## src/hdl/glp_pkg.sv

```systemverilog
// Package with shared types and constants of the G-code line parser.
package glp_pkg;

	localparam int MAX_VALUE_CHARS = 63;
	localparam int FRACTION_DIGITS = 3;
	localparam int UNIT_SCALE = 10 ** FRACTION_DIGITS;
	localparam int TLEN_W = 7;
	localparam int QUEUE_DEPTH = 2;

	typedef enum logic [2:0] {
		CMD_GO = 3'd0,
		CMD_INCHES = 3'd1,
		CMD_MM = 3'd2,
		CMD_HOME = 3'd3,
		CMD_ABS = 3'd4,
		CMD_REL = 3'd5
	} cmd_t;

	typedef enum logic [2:0] {
		ERR_OK = 3'd0,
		ERR_UNKNOWN = 3'd1,
		ERR_NUMBER = 3'd2,
		ERR_VALUE = 3'd3,
		ERR_LONG = 3'd4,
		ERR_HOME = 3'd5
	} err_t;

	typedef enum logic [2:0] {
		PH_LETTER,
		PH_NUM_START,
		PH_NUM_DIGITS,
		PH_NUM_STOPPED,
		PH_GAP,
		PH_TOKEN,
		PH_SKIP
	} phase_t;

	// Byte class found by the front end.
	typedef enum logic [2:0] {
		CL_OTHER,
		CL_SPACE,
		CL_WS,
		CL_DIGIT,
		CL_PLUS,
		CL_MINUS,
		CL_DOT
	} cls_t;

	// One classified byte handed from front to back.
	typedef struct packed {
		logic [7:0] ch;
		cls_t cls;
		logic [3:0] digit;
		logic last;
	} tok_t;

	typedef struct packed {
		logic [2:0] command;
		logic x_present;
		logic [31:0] x_value;
		logic y_present;
		logic [31:0] y_value;
		logic z_present;
		logic [31:0] z_value;
		logic f_present;
		logic [31:0] f_value;
		logic [2:0] error;
	} res_t;

	localparam logic [32:0] MAG_CAP = 33'h1_0000_0000 >> 1;

	// Saturate a magnitude at 2^31.
	function automatic logic [32:0] sat_acc(input logic [36:0] r);
		sat_acc = (r > {4'd0, MAG_CAP}) ? MAG_CAP : r[32:0];
	endfunction

endpackage

```

## src/hdl/glp_if.sv

```systemverilog
// Valid/ready channel interfaces for bytes and results.
interface glp_in_if (input logic clk);
	logic valid;
	logic ready;
	logic [7:0] byte_in;
	logic last;
	modport source (output valid, output byte_in, output last, input ready);
	modport sink (input valid, input byte_in, input last, output ready);
endinterface

interface glp_out_if (input logic clk);
	logic valid;
	logic ready;
	logic [2:0] command;
	logic x_present;
	logic signed [31:0] x_value;
	logic y_present;
	logic signed [31:0] y_value;
	logic z_present;
	logic signed [31:0] z_value;
	logic f_present;
	logic signed [31:0] f_value;
	logic [2:0] error;
	modport source (output valid, output command, output x_present, output x_value,
		output y_present, output y_value, output z_present, output z_value,
		output f_present, output f_value, output error, input ready);
	modport sink (input valid, input command, input x_present, input x_value,
		input y_present, input y_value, input z_present, input z_value,
		input f_present, input f_value, input error, output ready);
endinterface

```

## src/hdl/glp_front.sv

```systemverilog
// Front end: accepts bytes and classifies them into a small queue.
module glp_front (
	input logic clk,
	input logic arst_n,
	glp_in_if.sink in_ch,
	output glp_pkg::tok_t tok,
	output logic tok_valid,
	input logic tok_ready
);
	import glp_pkg::*;

	tok_t mem_q [QUEUE_DEPTH];
	logic wr_ptr_q, rd_ptr_q;
	logic [1:0] cnt_q;
	tok_t cls_tok;
	logic push, pop;

	// Classify the incoming byte.
	always_comb begin
		cls_tok.ch = in_ch.byte_in;
		cls_tok.last = in_ch.last;
		cls_tok.digit = in_ch.byte_in[3:0];
		if (in_ch.byte_in == 8'h20) cls_tok.cls = CL_SPACE;
		else if (in_ch.byte_in inside {[8'd9:8'd13]}) cls_tok.cls = CL_WS;
		else if (in_ch.byte_in inside {[8'h30:8'h39]}) cls_tok.cls = CL_DIGIT;
		else if (in_ch.byte_in == 8'h2B) cls_tok.cls = CL_PLUS;
		else if (in_ch.byte_in == 8'h2D) cls_tok.cls = CL_MINUS;
		else if (in_ch.byte_in == 8'h2E) cls_tok.cls = CL_DOT;
		else cls_tok.cls = CL_OTHER;
	end

	assign in_ch.ready = (cnt_q != 2'(QUEUE_DEPTH));
	assign push = in_ch.valid && in_ch.ready;
	assign tok_valid = (cnt_q != 2'd0);
	assign pop = tok_valid && tok_ready;
	assign tok = mem_q[rd_ptr_q];

	// Queue storage.
	always_ff @(posedge clk) begin
		if (push) mem_q[wr_ptr_q] <= cls_tok;
	end

	// Queue pointers and fill count.
	always_ff @(posedge clk or negedge arst_n) begin
		if (!arst_n) begin
			wr_ptr_q <= 1'b0;
			rd_ptr_q <= 1'b0;
			cnt_q <= 2'd0;
		end else begin
			if (push) wr_ptr_q <= ~wr_ptr_q;
			if (pop) rd_ptr_q <= ~rd_ptr_q;
			cnt_q <= cnt_q + 2'(push) - 2'(pop);
		end
	end
endmodule

```

## src/hdl/glp_back.sv

```systemverilog
// Back end: runs the parse state machine and holds the result register.
module glp_back (
	input logic clk,
	input logic arst_n,
	input glp_pkg::tok_t tok,
	input logic tok_valid,
	output logic tok_ready,
	glp_out_if.source out_ch
);
	import glp_pkg::*;

	phase_t phase_q, phase_d;
	logic [6:0] cnum_q, cnum_d;
	logic nf_digit_q, nf_digit_d, nf_neg_q, nf_neg_d;
	logic [2:0] code_q, code_d;
	logic [7:0] letter_q, letter_d;
	logic [TLEN_W-1:0] tlen_q, tlen_d;
	logic [32:0] acc_q, acc_d;
	logic [2:0] frac_q, frac_d;
	logic vneg_q, vneg_d, vdig_q, vdig_d, vdot_q, vdot_d, vstop_q, vstop_d;
	logic vstart_q, vstart_d;
	logic [3:0] pres_q, pres_d;
	logic [31:0] ax_q [4];
	logic [31:0] ax_d [4];
	logic [2:0] err_q, err_d;
	res_t res_q, res_d;
	logic res_valid_q;
	logic take, emit;
	logic [19:0] wt;
	logic [32:0] acc_int, acc_frac;

	// Only a line's last byte needs the result register to be free.
	assign tok_ready = !res_valid_q || out_ch.ready || !tok.last;
	assign take = tok_valid && tok_ready;

	// The accumulator holds the magnitude already scaled to thousandths: an
	// integer digit shifts it a decade and adds the digit at unit weight, a
	// fraction digit adds the digit at the place that the fraction count names.
	always_comb begin
		case (frac_q)
			3'd0: wt = 20'(10 ** (FRACTION_DIGITS - 1));
			3'd1: wt = 20'(10 ** (FRACTION_DIGITS - 2));
			3'd2: wt = 20'(10 ** (FRACTION_DIGITS - 3));
			3'd3: wt = 20'(10 ** (FRACTION_DIGITS - 4));
			3'd4: wt = 20'(10 ** (FRACTION_DIGITS - 5));
			3'd5: wt = 20'(10 ** (FRACTION_DIGITS - 6));
			default: wt = '0;
		endcase
		acc_int = sat_acc({4'd0, acc_q} * 37'd10 + 37'(tok.digit) * 37'(UNIT_SCALE));
		acc_frac = sat_acc({4'd0, acc_q} + 37'(tok.digit) * {17'd0, wt});
	end

	// Parse state update for one byte, including the end of line.
	always_comb begin
		logic [6:0] nx;
		logic [10:0] nw;
		logic [1:0] axi;
		logic axok, fin_num, fin_tok;
		logic [31:0] vv;
		phase_d = phase_q; cnum_d = cnum_q; nf_digit_d = nf_digit_q; nf_neg_d = nf_neg_q;
		code_d = code_q; letter_d = letter_q; tlen_d = tlen_q; acc_d = acc_q;
		frac_d = frac_q; vneg_d = vneg_q; vdig_d = vdig_q; vdot_d = vdot_q;
		vstop_d = vstop_q; vstart_d = vstart_q; pres_d = pres_q; err_d = err_q;
		for (int i = 0; i < 4; i++) ax_d[i] = ax_q[i];
		fin_num = 1'b0; fin_tok = 1'b0;
		axok = 1'b1; axi = 2'd0;
		vv = '0;
		case (letter_q)
			8'h58: axi = 2'd0;
			8'h59: axi = 2'd1;
			8'h5A: axi = 2'd2;
			8'h46: axi = 2'd3;
			default: axok = 1'b0;
		endcase
		nw = {4'd0, cnum_q} * 11'd10 + {7'd0, tok.digit};
		nx = (nw > 11'd127) ? 7'd127 : nw[6:0];
		case (phase_q)
			PH_LETTER: begin
				if (tok.ch == 8'h47) phase_d = PH_NUM_START;
				else begin
					err_d = ERR_UNKNOWN; phase_d = PH_SKIP;
				end
			end
			PH_NUM_START, PH_NUM_DIGITS, PH_NUM_STOPPED: begin
				if (tok.cls == CL_SPACE) fin_num = 1'b1;
				else if (phase_q == PH_NUM_STOPPED) begin
				end else if (phase_q == PH_NUM_START && tok.cls == CL_WS) begin
				end else if (phase_q == PH_NUM_START && tok.cls == CL_PLUS) begin
					phase_d = PH_NUM_DIGITS;
				end else if (phase_q == PH_NUM_START && tok.cls == CL_MINUS) begin
					phase_d = PH_NUM_DIGITS; nf_neg_d = 1'b1;
				end else if (tok.cls == CL_DIGIT) begin
					phase_d = PH_NUM_DIGITS; nf_digit_d = 1'b1; cnum_d = nx;
				end else phase_d = PH_NUM_STOPPED;
			end
			PH_GAP: begin
				if (tok.cls != CL_SPACE) begin
					letter_d = tok.ch; tlen_d = '0; acc_d = '0; frac_d = '0;
					vneg_d = 1'b0; vdig_d = 1'b0; vdot_d = 1'b0; vstop_d = 1'b0;
					vstart_d = 1'b0; phase_d = PH_TOKEN;
				end
			end
			PH_TOKEN: begin
				if (tok.cls == CL_SPACE) fin_tok = 1'b1;
				else begin
					if (tlen_q != '1) tlen_d = tlen_q + 1'b1;
					if (code_q == CMD_GO && !vstop_q) begin
						if (!vstart_q && tok.cls == CL_WS) begin
						end else if (!vstart_q && tok.cls == CL_PLUS) vstart_d = 1'b1;
						else if (!vstart_q && tok.cls == CL_MINUS) begin
							vstart_d = 1'b1; vneg_d = 1'b1;
						end else begin
							vstart_d = 1'b1;
							if (tok.cls == CL_DIGIT) begin
								vdig_d = 1'b1;
								if (!vdot_q) acc_d = acc_int;
								else if (frac_q < 3'(FRACTION_DIGITS)) begin
									acc_d = acc_frac;
									frac_d = frac_q + 3'd1;
								end
							end else if (tok.cls == CL_DOT && !vdot_q) vdot_d = 1'b1;
							else vstop_d = 1'b1;
						end
					end
				end
			end
			default: ;
		endcase
		if (tok.last) begin
			if (phase_q == PH_LETTER && tok.ch == 8'h47) fin_num = 1'b1;
			else if (phase_q == PH_GAP && tok.cls != CL_SPACE) begin
				// A one-letter token that ends the line.
				axok = 1'b1;
				case (tok.ch)
					8'h58: axi = 2'd0;
					8'h59: axi = 2'd1;
					8'h5A: axi = 2'd2;
					8'h46: axi = 2'd3;
					default: axok = 1'b0;
				endcase
				if (code_q == CMD_HOME) begin
					if (!axok || axi == 2'd3) begin
						if (err_d == ERR_OK) err_d = ERR_HOME;
					end else begin
						pres_d[axi] = 1'b1; ax_d[axi] = 32'd1000;
					end
				end else if (axok && err_d == ERR_OK) err_d = ERR_VALUE;
			end else if ((phase_q inside {PH_NUM_START, PH_NUM_DIGITS, PH_NUM_STOPPED})
					&& tok.cls != CL_SPACE) fin_num = 1'b1;
			else if (phase_q == PH_TOKEN && tok.cls != CL_SPACE) fin_tok = 1'b1;
		end
		// Close the command number.
		if (fin_num) begin
			if (!nf_digit_d) begin
				if (err_d == ERR_OK) err_d = ERR_NUMBER;
				phase_d = PH_SKIP;
			end else begin
				logic ok;
				ok = 1'b1;
				if (nf_neg_d && cnum_d != 7'd0) ok = 1'b0;
				else begin
					case (cnum_d)
						7'd0, 7'd1: code_d = CMD_GO;
						7'd20: code_d = CMD_INCHES;
						7'd21: code_d = CMD_MM;
						7'd28: code_d = CMD_HOME;
						7'd90: code_d = CMD_ABS;
						7'd91: code_d = CMD_REL;
						default: ok = 1'b0;
					endcase
				end
				if (!ok) begin
					if (err_d == ERR_OK) err_d = ERR_UNKNOWN;
					phase_d = PH_SKIP;
				end else phase_d = (code_d == CMD_GO || code_d == CMD_HOME) ? PH_GAP : PH_SKIP;
			end
		end
		// Close a token; its data are the token state including this byte.
		if (fin_tok) begin
			phase_d = PH_GAP;
			if (code_q == CMD_HOME) begin
				if (!axok || axi == 2'd3 || tlen_d != '0) begin
					if (err_d == ERR_OK) err_d = ERR_HOME;
					phase_d = PH_SKIP;
				end else begin
					pres_d[axi] = 1'b1; ax_d[axi] = 32'd1000;
				end
			end else if (axok) begin
				if (tlen_d > TLEN_W'(MAX_VALUE_CHARS)) begin
					if (err_d == ERR_OK) err_d = ERR_LONG;
					phase_d = PH_SKIP;
				end else if (!vdig_d) begin
					if (err_d == ERR_OK) err_d = ERR_VALUE;
					phase_d = PH_SKIP;
				end else begin
					if (vneg_d) vv = acc_d[32] ? 32'h8000_0000 : (32'd0 - acc_d[31:0]);
					else vv = (acc_d[31] || acc_d[32]) ? 32'h7FFF_FFFF : acc_d[31:0];
					pres_d[axi] = 1'b1; ax_d[axi] = vv;
				end
			end
		end
	end

	assign emit = take && tok.last;

	always_comb begin
		res_d = '0;
		res_d.error = err_d;
		if (err_d == ERR_OK) begin
			res_d.command = code_d;
			res_d.x_present = pres_d[0]; res_d.x_value = ax_d[0];
			res_d.y_present = pres_d[1]; res_d.y_value = ax_d[1];
			res_d.z_present = pres_d[2]; res_d.z_value = ax_d[2];
			res_d.f_present = pres_d[3]; res_d.f_value = ax_d[3];
		end
	end

	// Parse state registers.
	always_ff @(posedge clk or negedge arst_n) begin
		if (!arst_n) begin
			phase_q <= PH_LETTER; cnum_q <= '0; nf_digit_q <= 1'b0; nf_neg_q <= 1'b0;
			code_q <= '0; letter_q <= '0; tlen_q <= '0; acc_q <= '0; frac_q <= '0;
			vneg_q <= 1'b0; vdig_q <= 1'b0; vdot_q <= 1'b0; vstop_q <= 1'b0;
			vstart_q <= 1'b0; pres_q <= '0; err_q <= '0;
			for (int i = 0; i < 4; i++) ax_q[i] <= '0;
		end else if (take) begin
			if (emit) begin
				phase_q <= PH_LETTER; cnum_q <= '0; nf_digit_q <= 1'b0; nf_neg_q <= 1'b0;
				code_q <= '0; letter_q <= letter_d; tlen_q <= '0; acc_q <= '0;
				frac_q <= '0; pres_q <= '0;
				vneg_q <= 1'b0; vdig_q <= 1'b0; vdot_q <= 1'b0; vstop_q <= 1'b0;
				vstart_q <= 1'b0; err_q <= '0;
				for (int i = 0; i < 4; i++) ax_q[i] <= '0;
			end else begin
				phase_q <= phase_d; cnum_q <= cnum_d; nf_digit_q <= nf_digit_d;
				nf_neg_q <= nf_neg_d; code_q <= code_d; letter_q <= letter_d;
				tlen_q <= tlen_d; acc_q <= acc_d; frac_q <= frac_d; vneg_q <= vneg_d;
				vdig_q <= vdig_d; vdot_q <= vdot_d; vstop_q <= vstop_d;
				vstart_q <= vstart_d; pres_q <= pres_d; err_q <= err_d;
				for (int i = 0; i < 4; i++) ax_q[i] <= ax_d[i];
			end
		end
	end

	// Result register toward the sink.
	always_ff @(posedge clk or negedge arst_n) begin
		if (!arst_n) res_valid_q <= 1'b0;
		else if (emit) res_valid_q <= 1'b1;
		else if (out_ch.ready) res_valid_q <= 1'b0;
	end

	always_ff @(posedge clk) begin
		if (emit) res_q <= res_d;
	end

	assign out_ch.valid = res_valid_q;
	assign out_ch.command = res_q.command;
	assign out_ch.x_present = res_q.x_present;
	assign out_ch.x_value = res_q.x_value;
	assign out_ch.y_present = res_q.y_present;
	assign out_ch.y_value = res_q.y_value;
	assign out_ch.z_present = res_q.z_present;
	assign out_ch.z_value = res_q.z_value;
	assign out_ch.f_present = res_q.f_present;
	assign out_ch.f_value = res_q.f_value;
	assign out_ch.error = res_q.error;
endmodule

```

## src/hdl/gcode_line_parser.sv

```systemverilog
// Top level of the G-code line parser.
// The parser takes one character per cycle while its queue has room and returns
// one registered result per line, holding the command, the axis flags and values
// in thousandths, and the first error. A two-entry queue parts the classifying
// front end from the parse state machine, and a result register lets the next
// line's characters flow in while a result waits to be taken; only the next
// line's last character waits for it to empty.
module gcode_line_parser (
	input logic clk,
	input logic arst_n,
	glp_in_if.sink in_ch,
	glp_out_if.source out_ch
);
	import glp_pkg::*;

	tok_t tok;
	logic tok_valid, tok_ready;

	glp_front u_front (.clk(clk), .arst_n(arst_n), .in_ch(in_ch), .tok(tok),
		.tok_valid(tok_valid), .tok_ready(tok_ready));
	glp_back u_back (.clk(clk), .arst_n(arst_n), .tok(tok), .tok_valid(tok_valid),
		.tok_ready(tok_ready), .out_ch(out_ch));
endmodule

```

## src/flat_wrapper.sv

```systemverilog
// flat-port wrapper written by rule: the top's interface ports become plain ports
module gcode_line_parser_flat import glp_pkg::*;
  (clk, arst_n, in_ch_valid, in_ch_byte_in, in_ch_last, in_ch_ready, out_ch_valid, out_ch_command, out_ch_x_present, out_ch_x_value, out_ch_y_present, out_ch_y_value, out_ch_z_present, out_ch_z_value, out_ch_f_present, out_ch_f_value, out_ch_error, out_ch_ready);
  glp_in_if in_ch_i (.clk(clk));
  glp_out_if out_ch_i (.clk(clk));
  input logic clk;
  input logic arst_n;
  input wire logic [$bits(in_ch_i.valid)-1:0] in_ch_valid;
  input wire logic [$bits(in_ch_i.byte_in)-1:0] in_ch_byte_in;
  input wire logic [$bits(in_ch_i.last)-1:0] in_ch_last;
  output wire logic [$bits(in_ch_i.ready)-1:0] in_ch_ready;
  output wire logic [$bits(out_ch_i.valid)-1:0] out_ch_valid;
  output wire logic [$bits(out_ch_i.command)-1:0] out_ch_command;
  output wire logic [$bits(out_ch_i.x_present)-1:0] out_ch_x_present;
  output wire logic [$bits(out_ch_i.x_value)-1:0] out_ch_x_value;
  output wire logic [$bits(out_ch_i.y_present)-1:0] out_ch_y_present;
  output wire logic [$bits(out_ch_i.y_value)-1:0] out_ch_y_value;
  output wire logic [$bits(out_ch_i.z_present)-1:0] out_ch_z_present;
  output wire logic [$bits(out_ch_i.z_value)-1:0] out_ch_z_value;
  output wire logic [$bits(out_ch_i.f_present)-1:0] out_ch_f_present;
  output wire logic [$bits(out_ch_i.f_value)-1:0] out_ch_f_value;
  output wire logic [$bits(out_ch_i.error)-1:0] out_ch_error;
  input wire logic [$bits(out_ch_i.ready)-1:0] out_ch_ready;
  assign in_ch_i.valid = in_ch_valid;
  assign in_ch_i.byte_in = in_ch_byte_in;
  assign in_ch_i.last = in_ch_last;
  assign in_ch_ready = in_ch_i.ready;
  assign out_ch_valid = out_ch_i.valid;
  assign out_ch_command = out_ch_i.command;
  assign out_ch_x_present = out_ch_i.x_present;
  assign out_ch_x_value = out_ch_i.x_value;
  assign out_ch_y_present = out_ch_i.y_present;
  assign out_ch_y_value = out_ch_i.y_value;
  assign out_ch_z_present = out_ch_i.z_present;
  assign out_ch_z_value = out_ch_i.z_value;
  assign out_ch_f_present = out_ch_i.f_present;
  assign out_ch_f_value = out_ch_i.f_value;
  assign out_ch_error = out_ch_i.error;
  assign out_ch_i.ready = out_ch_ready;
  gcode_line_parser u_core (.clk(clk), .arst_n(arst_n), .in_ch(in_ch_i), .out_ch(out_ch_i));
endmodule
```

## config.mk

```make
export PLATFORM = sky130hd
export DESIGN_NAME = gcode_line_parser_flat
export DESIGN_NICKNAME = d
export VERILOG_FILES = /design/src/hdl/glp_pkg.sv /design/src/hdl/glp_if.sv /design/src/hdl/glp_front.sv /design/src/hdl/glp_back.sv /design/src/hdl/gcode_line_parser.sv /design/src/flat_wrapper.sv
export SDC_FILE = /design/constraint.sdc
export NUM_CORES = 1
export LEC_CHECK = 0
export ABC_AREA = 1
export BUFFER_PORTS_ARGS = -buffer_cell sky130_fd_sc_hd__buf_2
export CELL_PAD_IN_SITES_DETAIL_PLACEMENT = 1
export CELL_PAD_IN_SITES_GLOBAL_PLACEMENT = 2
export CORE_ASPECT_RATIO = 0.5
export CORE_MARGIN = 4
export CORE_UTILIZATION = 31
export DETAILED_ROUTE_END_ITERATION = 8
export PLACE_DENSITY_LB_ADDON = 0.1
export SLEW_MARGIN = 20
export SYNTH_ARGS = -nofsm -noshare
export SYNTH_HDL_FRONTEND = slang
export SYNTH_SLANG_ARGS = --single-unit
```

## constraint.sdc

```tcl
create_clock -name clk -period 12.73 [get_ports clk]
set_input_delay 0.6365 -clock clk [delete_from_list [all_inputs] [get_ports clk]]
set_output_delay 0.6365 -clock clk [all_outputs]
set_load 0.02 [all_outputs]
```

* Word level (Yosys, flattened, before mapping)
Memories as Yosys holds them, arrays and structs flattened.
Index checks and enable logic that the tools add are counted.
** Operators by class
- Add/subtract/negate cells :: 8
- Multiply operators :: 4
- Magnitude comparators :: 17
- Equality and inequality tests :: 55
- Multiplexer cells :: 229
- Bitwise logic cells :: 12
- Reductions and logical operators :: 64
** Operators by type and width (count)
- two-way mux 128 bit :: 12
- two-way mux 33 bit :: 12
- two-way mux 32 bit :: 10
- bitwise AND 104 bit :: 2
- inverter 104 bit :: 2
- two-way mux 3 bit :: 55
- bitwise mux 128 bit :: 1
- demux 32 bit (select 2 bit) :: 2
- two-way mux 7 bit :: 13
- two-way mux 1 bit :: 84
- == test 8 x 7 -> 1 bit, second input constant :: 9
- one-hot mux 33 bit (2 select lines) :: 1
- two-way mux 4 bit :: 12
- bitwise OR 24 bit :: 2
- adder 37 x 14 -> 37 bit :: 1
- greater-than comparator 37 x 32 -> 1 bit, second input constant :: 1
- multiplier 33 x 3 -> 36 bit, second input constant :: 1
- adder 33 x 24 -> 34 bit :: 1
- greater-than comparator 34 x 32 -> 1 bit, second input constant :: 1
- inequality test 3 bit, second input constant :: 11
- == test 8 x 6 -> 1 bit, second input constant :: 4
- subtractor 1 x 32 -> 32 bit, first input constant :: 1
- two-way mux 2 bit :: 13
- logical NOT 3 bit :: 8
- 60 further kinds :: 130
** Word-level totals
- Register bits :: 349
- RAM bits :: 32
- Input bits :: 13
- Output and inout port bits :: 140
- Word-level logic and storage cells :: 424
- Memories :: 1
** Memories
- u_core.u_front.mem_q :: depth 2, width 16, rd ports 1, clocked after memory_dff 0, write ports 1, RTL line glp_front.sv:12 : tok_t mem_q [QUEUE_DEPTH];

* Logic depth before layout (Yosys ltp)
- Depth after elaboration :: 30
- Mapped depth :: 56
- Mapped depth without buffers :: 53

* Cells and area by module
A second synthesis with hierarchy kept.
** Second synthesis, totals
- Cell total of the unflattened synthesis :: 4227
- Area, all modules :: 28895.2 um^2
** Modules (own cells, without submodules)
- glp_back :: times used 1, cells each 4099, area an instance 27601.5 um^2, sequential area each 9323.9 um^2
- glp_front :: times used 1, cells each 128, area an instance 1293.7 um^2, sequential area each 820.8 um^2

* Worst setup path before layout
OpenSTA, ideal clock, no wires.
- Path kind :: reg2reg
- Start point :: register u_core.u_front.rd_ptr_q
- End point :: register u_core.u_back.res_q, in the netlist u_core.u_back.out_ch.f_value[16] (data pin)
- Setup time :: 256 ps
- Data arrival time :: 6805 ps
- Required time :: 12474 ps
- Slack :: 5669 ps
- Cell stages (with the launch flop) :: 48
- Buffers on the path :: 2
- Clock period less this slack :: 7061 ps
- Path through :: dfrtp_1 -> inv_2 -> buf_2 -> or2_2 -> o21ai_1 -> inv_1 -> fa_1 -> inv_1 -> fa_1 -> inv_1 -> ha_1 -> nand2_1 -> nor2_1 -> a211oi_1 -> nor2_1 -> o21ai_0 -> nand2_1 -> xor2_1 -> [12 not listed] -> nand2_1 -> nor2_4 -> buf_6 -> nand3_1 -> nand2_1 -> nand2_1 -> nand2_1 -> a21boi_1 -> ha_1 -> inv_1 -> nor2_2 -> nand2_1 -> nor2_2 -> nand2_2 -> o21ai_2 -> nand3_1 -> o21ai_1 -> nor2_1
** RTL lines
- from (decl) :: RTL line glp_front.sv:13 : logic wr_ptr_q, rd_ptr_q;
- from (signal assigned) :: RTL line glp_front.sv:51 : if (pop) rd_ptr_q <= ~rd_ptr_q;
- to (signal assigned) :: RTL line glp_back.sv:253 : if (emit) res_q <= res_d;
- to (decl) :: RTL line glp_back.sv:26 : res_t res_q, res_d;

==> results.sh <==
export IMPL_status="complete, no violations"
export IMPL_cp_end_kind="flip-flop"
export IMPL_initial_utilization_pct=31.32
export IMPL_synth_seq_area_share_pct=34.75
export IMPL_start_kind="flip-flop"
export IMPL_core_area_sq_um=93210
export IMPL_post_drt_via_cell_ratio=5.133
export IMPL_die_x_um=442.0
export IMPL_synth_top_family_by_area="simple AND/OR/NAND/NOR gates"
export IMPL_synthArstFlopShare_pct=56.57
export IMPL_finalSetupViolations=0
export IMPL_grt_max_degree=128
export IMPL_cts_sinks=373
export IMPL_synthSimpleGateAreaFrac_pct=33.68
export IMPL_synth_flop_cell="dfrtp_1"
export IMPL_path_max_fanout=31
export IMPL_syn_area_sq_um=29190
export IMPL_final_cell_mix="nand2_1, inv_1, nor2_1"
export IMPL_hold_buffers=0
export IMPL_yosys_area_top_type="dfrtp_1"
export IMPL_slowest_delay_ns=0.77
export IMPL_avgSynthCellArea_sq_um=6.837
export IMPL_maxSlewHeadroom_pct=26.67
export IMPL_hold_slack_ns=0.03857
export IMPL_rsz0062_at_grt="no"
export IMPL_crit_path_top_delay_cell="o21ai_1"
export IMPL_clockRootBuffer="clkbuf_16"
export IMPL_maxSlewViolCount=0
export IMPL_syn_instance_count=4270
export IMPL_syn_to_final_growth_pct=11.58
export IMPL_clk_path_buf_depth=3
export IMPL_drt_iter0_drc=1790
export IMPL_fin_setup_tns_ns=0
export IMPL_synth_xor_area_share_pct=1.590
export IMPL_placementRows=79
export IMPL_globalplace_congestion=0.8549
export IMPL_p_per_area_nw_per_um2=215.9
export IMPL_cts_buffers=42
export IMPL_yosys_area_share_adder_pct=7.458
export IMPL_gr_total_overflow=0
export IMPL_post_cts_buffers=0
export IMPL_final_cells=5640
export IMPL_synth_mux_area_share_pct=0.06858
export IMPL_htree_levels=2
export IMPL_clock_latency_ns=0.62
export IMPL_p_leak_nw=16.12
export IMPL_num_io_pins=153
export IMPL_dp_hpwl_um=88900
export IMPL_grt_pass1_wl_um=182100
export IMPL_hold_class="in2async"
export IMPL_synth_edff_count=162
export IMPL_die_h_um=225.0
export IMPL_drtAntennaViolNets=0
export IMPL_ctsResizeCount=0
export IMPL_yosys_top_cells_area="dfrtp_1, nand2_1, edfxtp_1"
export IMPL_stdcell_area_sq_um=32580
export IMPL_worstPathArrival_ns=9.59
export IMPL_min_period_ns=9.242
export IMPL_synth_seq_cells=373
export IMPL_worst_pin_slew_ns=1.086
export IMPL_first_global_vias=29290
export IMPL_io_buffers=152
export IMPL_netlist_cell_type_count=66
export IMPL_syn_nets=4442
export IMPL_fin_nets=4522
export IMPL_critical_path_class="reg2reg"
export IMPL_hold_viol_final=0
export IMPL_wirelength_um=119400
export IMPL_placed_cell_area_sq_um=31140
export IMPL_maxCapViolCount=0
export IMPL_layout_commonest_cell="nand2_1"
export IMPL_tritoncts="yes"
export IMPL_ys_warn_count=0
export IMPL_clkTransAtPathRegs_ns=0.06
export IMPL_synth_compound_area_share_pct=12.80
export IMPL_num_vias=28950
export IMPL_fmax_ghz=0.1082
export IMPL_firstDrtPassIters=5
export IMPL_crit_required_ns=13.08
export IMPL_layout_drive_gt1_share_pct=10.40
export IMPL_peakVddDrop_uv=157.3
export IMPL_period_share_pct=72.60
export IMPL_synth_top_area_share_pct=18.09
export IMPL_grtUsageTotal_pct=23.49
export IMPL_clock_skew_final_ns=0.03926
export IMPL_crit_top_cell="nand2_1"
export IMPL_antenna_found_initial=0
export IMPL_dieArea_sq_um=99440
export IMPL_routedWlPerCell_um=21.18
export IMPL_drc=0
export IMPL_post_place_cells=5561
## cell families (layout without fill, tap and decap cells)
group	count (synthesis)	in the layout
compound gates	677	677
xor+xnor	53	53
fa+ha+maj	159	159
buf+inv	701	815
flops	373	373
mux	2	2
other cells	0	1
simple gates	2305	2305
## through the flow
step           setup WS, ns  power, W  utilization [%]
6_report              3.488  0.007032            34.95
5_1_grt               2.491  0.007613            34.95
4_1_cts               3.499  0.007116            34.94
3_5_place_dp          3.525  0.005773            33.41
3_3_place_gp          3.748  0.005752            33.41
2_1_floorplan         5.669  0.004496                -
## sequential cells by signal, summed over array words and instances (netlist names), 2 cells and up
register,cells
u_core.u_back.letter_q,8
u_core.u_back.frac_q,3
u_core.u_back.ax_q,128
u_core.u_front.mem_q,24
u_core.u_back.out_ch.command,3
u_core.u_back.code_q,3
u_core.u_back.out_ch.f_value,32
u_core.u_back.out_ch.x_value,32
u_core.u_back.phase_q,3
u_core.u_back.err_q,3
u_core.u_front.cnt_q,2
u_core.u_back.pres_q,4
u_core.u_back.acc_q,33
u_core.u_back.out_ch.error,3
u_core.u_back.cnum_q,7
u_core.u_back.tlen_q,7
u_core.u_back.out_ch.y_value,32
u_core.u_back.out_ch.z_value,32
## metal layers
layer,global-route usage [%],wire length [um]
met5,0,0
met4,5.035,2539
met3,2.996,5191
met2,35.05,49440
met1,36.03,62260
## report_power, final
part / switching [W] / internal [W] / total [W]
combinational: 0.00285 / 0.00111 / 0.00396
sequential: 0.000168 / 0.00161 / 0.00178
clock: 0.000571 / 0.000724 / 0.00129
## worst paths after layout
path                                                      startpoint                                        endpoint  slack [ns]  cells after the start
worst min register to register  u_core.u_back.nf_digit_q$_DFFE_PN0P_            u_core.u_back.nf_digit_q$_DFFE_PN0P_        0.48                      2
worst max register to register   u_core.u_front.rd_ptr_q$_DFFE_PN0P_  u_core.u_back.out_ch.z_value[19]$_SDFFCE_PP0P_        3.49                     41
min in group clk                                          in_ch_last            u_core.u_front.mem_q[0][0]$_DFFE_PP_        0.26                      1
worst min-delay path                                          arst_n             u_core.u_back.acc_q[24]$_DFFE_PN0P_        0.04                      1
worst max-delay path             u_core.u_front.rd_ptr_q$_DFFE_PN0P_  u_core.u_back.out_ch.z_value[19]$_SDFFCE_PP0P_        3.49                     41
max in group asynchronous                                     arst_n              u_core.u_back.ax_q[66]$_DFFE_PN0P_       11.35                      2
## cell type report
cell class,instances,area (sq um)
fill,11740,60640
multi-input combinational,3196,16290
sequential,373,10140
inverter,545,2052
tap,1255,1570
clock buffer,48,1084
timing repair buffer,192,1084
clock inverter,30,344.1
antenna,1,2.502
## synthesized netlist by cell type, types with 3 or more instances
cell	count
nand2_1	1345
inv_1	496
nor2_1	396
nand3_1	322
a21oi_1	291
dfrtp_1	211
edfxtp_1	162
ha_1	134
o21ai_1	130
o21ai_0	108
clkbuf_1	92
o22ai_1	74
nand4_1	50
inv_2	40
nand2_2	39
xor2_1	37
buf_2	35
nor3_1	35
nor2_2	28
fa_1	25
nand3_2	17
xnor2_1	16
and2_1	15
o21ai_2	14
nor2_4	13
or2_2	13
buf_6	11
clkinv_1	9
a21oi_2	8
a31oi_1	7
nand3b_1	7
nor4_1	7
o211ai_1	7
o21bai_1	7
buf_1	6
buf_4	6
dlygate4sd1_1	5
a211oi_1	4
nand2_4	4
a21oi_4	3
a22o_1	3
o311ai_0	3
o32ai_1	3
or2_1	3
## critical path: cells and delay by family (launching register included)
kind	cells	cell delay, ns
simple gates	22	3.40
compound gates	8	1.98
fa+ha+maj	4	1.94
buf+inv	6	0.76
flops	1	0.69
xor+xnor	1	0.16
Power figures use the tool's default switching activity.
